File: config.mk
export PLATFORM = sky130hd
export DESIGN_NAME = dplc_ram
export DESIGN_NICKNAME = d
export VERILOG_FILES = /design/src/design/dplc_ram.sv
export SDC_FILE = /design/constraint.sdc
export NUM_CORES = 1
export LEC_CHECK = 0
export BUFFER_PORTS_ARGS = -buffer_cell sky130_fd_sc_hd__buf_2
export CORE_MARGIN = 8
export CORE_UTILIZATION = 54
export DETAILED_ROUTE_END_ITERATION = 10
export PLACE_DENSITY_LB_ADDON = 0.05
export SLEW_MARGIN = 5
export SYNTH_ARGS = -nofsm -noshare
export SYNTH_HDL_FRONTEND = slang
export SYNTH_SLANG_ARGS = --single-unit
File: constraint.sdc
create_clock -name i_clk -period 1.6 [get_ports i_clk]
set_clock_uncertainty 0.05 [all_clocks]
set_input_delay 0.08 -clock i_clk [delete_from_list [all_inputs] [get_ports i_clk]]
set_output_delay 0.08 -clock i_clk [all_outputs]
set_load 0.05 [all_outputs]
File: src/design/dplc_ram.sv
// Generic single-write, single-read RAM with registered read data.
module dplc_ram #(
    parameter int WIDTH = 8,
    parameter int DEPTH = 16
) (
    input  logic                     i_clk,
    input  logic                     i_we,
    input  logic [$clog2(DEPTH)-1:0] i_waddr,
    input  logic [WIDTH-1:0]         i_wdata,
    input  logic [$clog2(DEPTH)-1:0] i_raddr,
    output logic [WIDTH-1:0]         o_rdata
);

    logic [WIDTH-1:0] r_mem [DEPTH];
    logic [WIDTH-1:0] r_rdata;

    always_ff @(posedge i_clk) begin
        if (i_we) begin
            r_mem[i_waddr] <= i_wdata;
        end
        r_rdata <= r_mem[i_raddr];
    end

    assign o_rdata = r_rdata;

endmodule

==> flow_summary.json <==
{
  "fp.dieW_um": 113.6,
  "path_cells": "dlygate4sd3_1 -> buf_2 -> or3b_2 -> nor2_1 -> buf_4",
  "detail_route.iter0.violations": 142,
  "dp_slack_ns": 0.08519,
  "setup_ws_ns": 0.09590,
  "yosysSeqAreaShare_pct": 77.78,
  "post_route_cells_drive_above_1_share_pct": 32.04,
  "fin_crit_sh_pct": 94.01,
  "drt_first_pass_iters": 4,
  "cp.arrival_ns": 1.67,
  "grt_antenna_before_repair": 0,
  "route.detailed.drc": 0,
  "synthToLayoutAreaGrowth_pct": 21.12,
  "start_util_pct": 55.71,
  "syn_avg_cell_area_um2": 22.48,
  "max_cap_viol_count": 0,
  "ys_seq_elements": 136,
  "port_buffers": 25,
  "vias": 2416,
  "path_class": "in2reg",
  "worstPathMaxFanout": 7,
  "antenna_left": 0,
  "finalSetupTns_ns": 0,
  "clock-sinks": 136,
  "clock_latency_ns": 0.52,
  "worst_slew_pin_slew_ns": 0.3964,
  "clockBufferDepth": 2,
  "multi_input_area_mm2": 0.001062,
  "post_cts_buffers": 0,
  "fp.dieH_um": 113.6,
  "ir_worst_vdd_v": 0.0006891,
  "slowest_stage": "dlygate4sd3_1",
  "drv_slew": 0,
  "power_density_mw_per_mm2": 1309,
  "reg2reg_slack_ns": 0.16,
  "yosysWarnings": 0,
  "grt_pass1_wl_um": 14640,
  "grt_max_degree": 18,
  "grt-ovfl-total": 0,
  "routedWlPerCell_um": 22.11,
  "place_congestion": 0.6993,
  "start_kind": "primary input",
  "core_area_mm2": 0.009240,
  "fmax_mhz": 664.8,
  "root_buffer": "clkbuf_8",
  "crit_start": "i_waddr[2]",
  "cellLeakagePower_nw": 2.150,
  "synth_fp_nets": 247,
  "htree_levels": 4,
  "reg2reg_from": "r_mem[1][2]",
  "grtUsageTotal_pct": 16.14,
  "dpl.hpwl_um": 6100,
  "die_area_mm2": 0.01291,
  "routed_via_density": 5.516,
  "rr_endpoint": "o_rdata[2]",
  "syn_inst": 229,
  "hold_violations": 0,
  "hold_end": "r_mem[1][0]",
  "hold_start": "i_waddr[3]",
  "seq_area_mm2": 0.004004,
  "status": "finished clean",
  "cts_inserted_buffers": 17,
  "setup_viol": 0,
  "num_antenna_cells": 0,
  "path_buf_inv": 3,
  "maxSlewHeadroom_pct": 73.58,
  "nNetsFinal": 314,
  "period_needed_ns": 1.504,
  "grt_pass1_vias": 2502,
  "synth_cell_types": 19,
  "reg2regPathDepth": 3,
  "worst_hold_path_type": "in2reg",
  "cts_tree": "yes",
  "end_kind": "register",
  "finalCoreUtilization_pct": 67.47,
  "holdWs_ns": 0.02803,
  "ioPinCount": 26,
  "wirelength_um": 9684,
  "cpLargestDelayFamily": "buffers and inverters",
  "syn_area_mm2": 0.005147,
  "path_clk_slew_ns": 0.05,
  "required_ns": 1.77,
  "max_stage_delay_ns": 0.53,
  "rows": 35,
  "rsz0062_at_grt": "false",
  "fill_cells": 596,
  "hold_path_depth": 3
}
-- worst max path at each step --
| stage | to | cells past startpoint |
|---|---|---|
| after floorplan | r_mem[3][0] | 2 |
| after global placement | o_rdata[4] | 5 |
| after detailed placement | o_rdata[7] | 5 |
| after CTS | r_mem[1][3] | 5 |
| after global routing | r_mem[1][3] | 5 |
| final | r_mem[1][3] | 5 |
-- worst min-delay path, cell delays in order --
cell and delay, ns:
buf_2 0.11, or3b_2 0.16, nor2_1 0.07
-- Yosys cell counts (all sizes together) --
master	instances	share of area [%]
and2b	1	0.15
nand2	9	0.66
and2	1	0.12
nor2b	1	0.12
nor3	4	0.39
nand3	1	0.097
a22oi	16	2.3
nand2b	2	0.24
nor2	13	0.95
mux4	32	15
edfxtp	128	75
or3b	1	0.17
nand3b	2	0.29
clkdlybuf4s25	3	0.58
dfxtp	8	3.1
buf	7	1.1
-- registers in the layout, summed over array words and instances (netlist names) --
name,count
r_mem,128
o_rdata,8
-- kinds of logic after synthesis --
logic type | count (synthesis) | synth area share, %
muxes | 32 | 15.02
AOI/OAI and AO/OA | 16 | 2.334
and+or+nand+nor | 35 | 3.184
buffers and inverters | 10 | 1.677
DFF | 136 | 77.78
-- area by class of cell --
type,count,area share (%)
Clock buffer,21,7.204
Clock inverter,11,2.007
Multi-Input combinational cell,83,17.04
Sequential cell,136,64.22
Tap cell,129,2.589
Timing Repair Buffer,58,6.944
-- metrics by stage --
stage                     instance area, um^2  power (mW)  std cells
after global routing                     6235       8.396        438
after global placement                   5570       4.539        397
final                                    6235       8.160        438
after CTS                                6235       8.227        438
after floorplan                          5152       4.360        229
after detailed placement                 5570       4.546        397
-- layer usage --
metal | wire length, um | vias to the layer above | share of wire [%] | global-route usage, %
li1 | - | 1107 | - | -
met1 | 4231 | 1219 | 44 | 21.00
met2 | 4844 | 81 | 50 | 25.36
met3 | 506 | 9 | 5.2 | 4.332
met4 | 102 | 0 | 1.1 | 6.394
met5 | 0 | - | 0 | 0
-- cell usage in the layout (no fill, tap or decap) --
| master | count |
|---|---|
| nor2_1 | 13 |
| clkinv_4 | 4 |
| clkbuf_1 | 2 |
| or3b_2 | 1 |
| bufinv_16 | 2 |
| dfxtp_1 | 8 |
| nand3b_1 | 2 |
| nor2b_1 | 1 |
| and2_1 | 1 |
| mux4_1 | 14 |
| buf_2 | 25 |
| edfxtp_1 | 128 |
| nand3_1 | 1 |
| clkinv_2 | 3 |
| nand2b_1 | 2 |
| dlygate4sd3_1 | 9 |
| and2b_1 | 1 |
| buf_12 | 3 |
| clkinvlp_4 | 2 |
| nor3_2 | 1 |
| a22oi_1 | 16 |
| mux4_2 | 18 |
| buf_4 | 21 |
| nor3_1 | 3 |
| nand2_1 | 9 |
| clkbuf_8 | 3 |
| clkbuf_16 | 16 |
-- report_power, final --
group	leakage (nW)	internal, mW	switching [mW]
registers	1.22	3.98	0.0237
logic	0.648	0.186	0.289
clock network	0.278	2.30	1.38
total	2.15	6.47	1.69
-- repair_timing --
| item | CTS | global route |
|---|---|---|
| hold buffers | 9 | 0 |
| resized for setup | 0 | 0 |
| endpoints found under the hold margin | 129 | 0 |
Note: power is estimated with default switching activity, not from simulation.
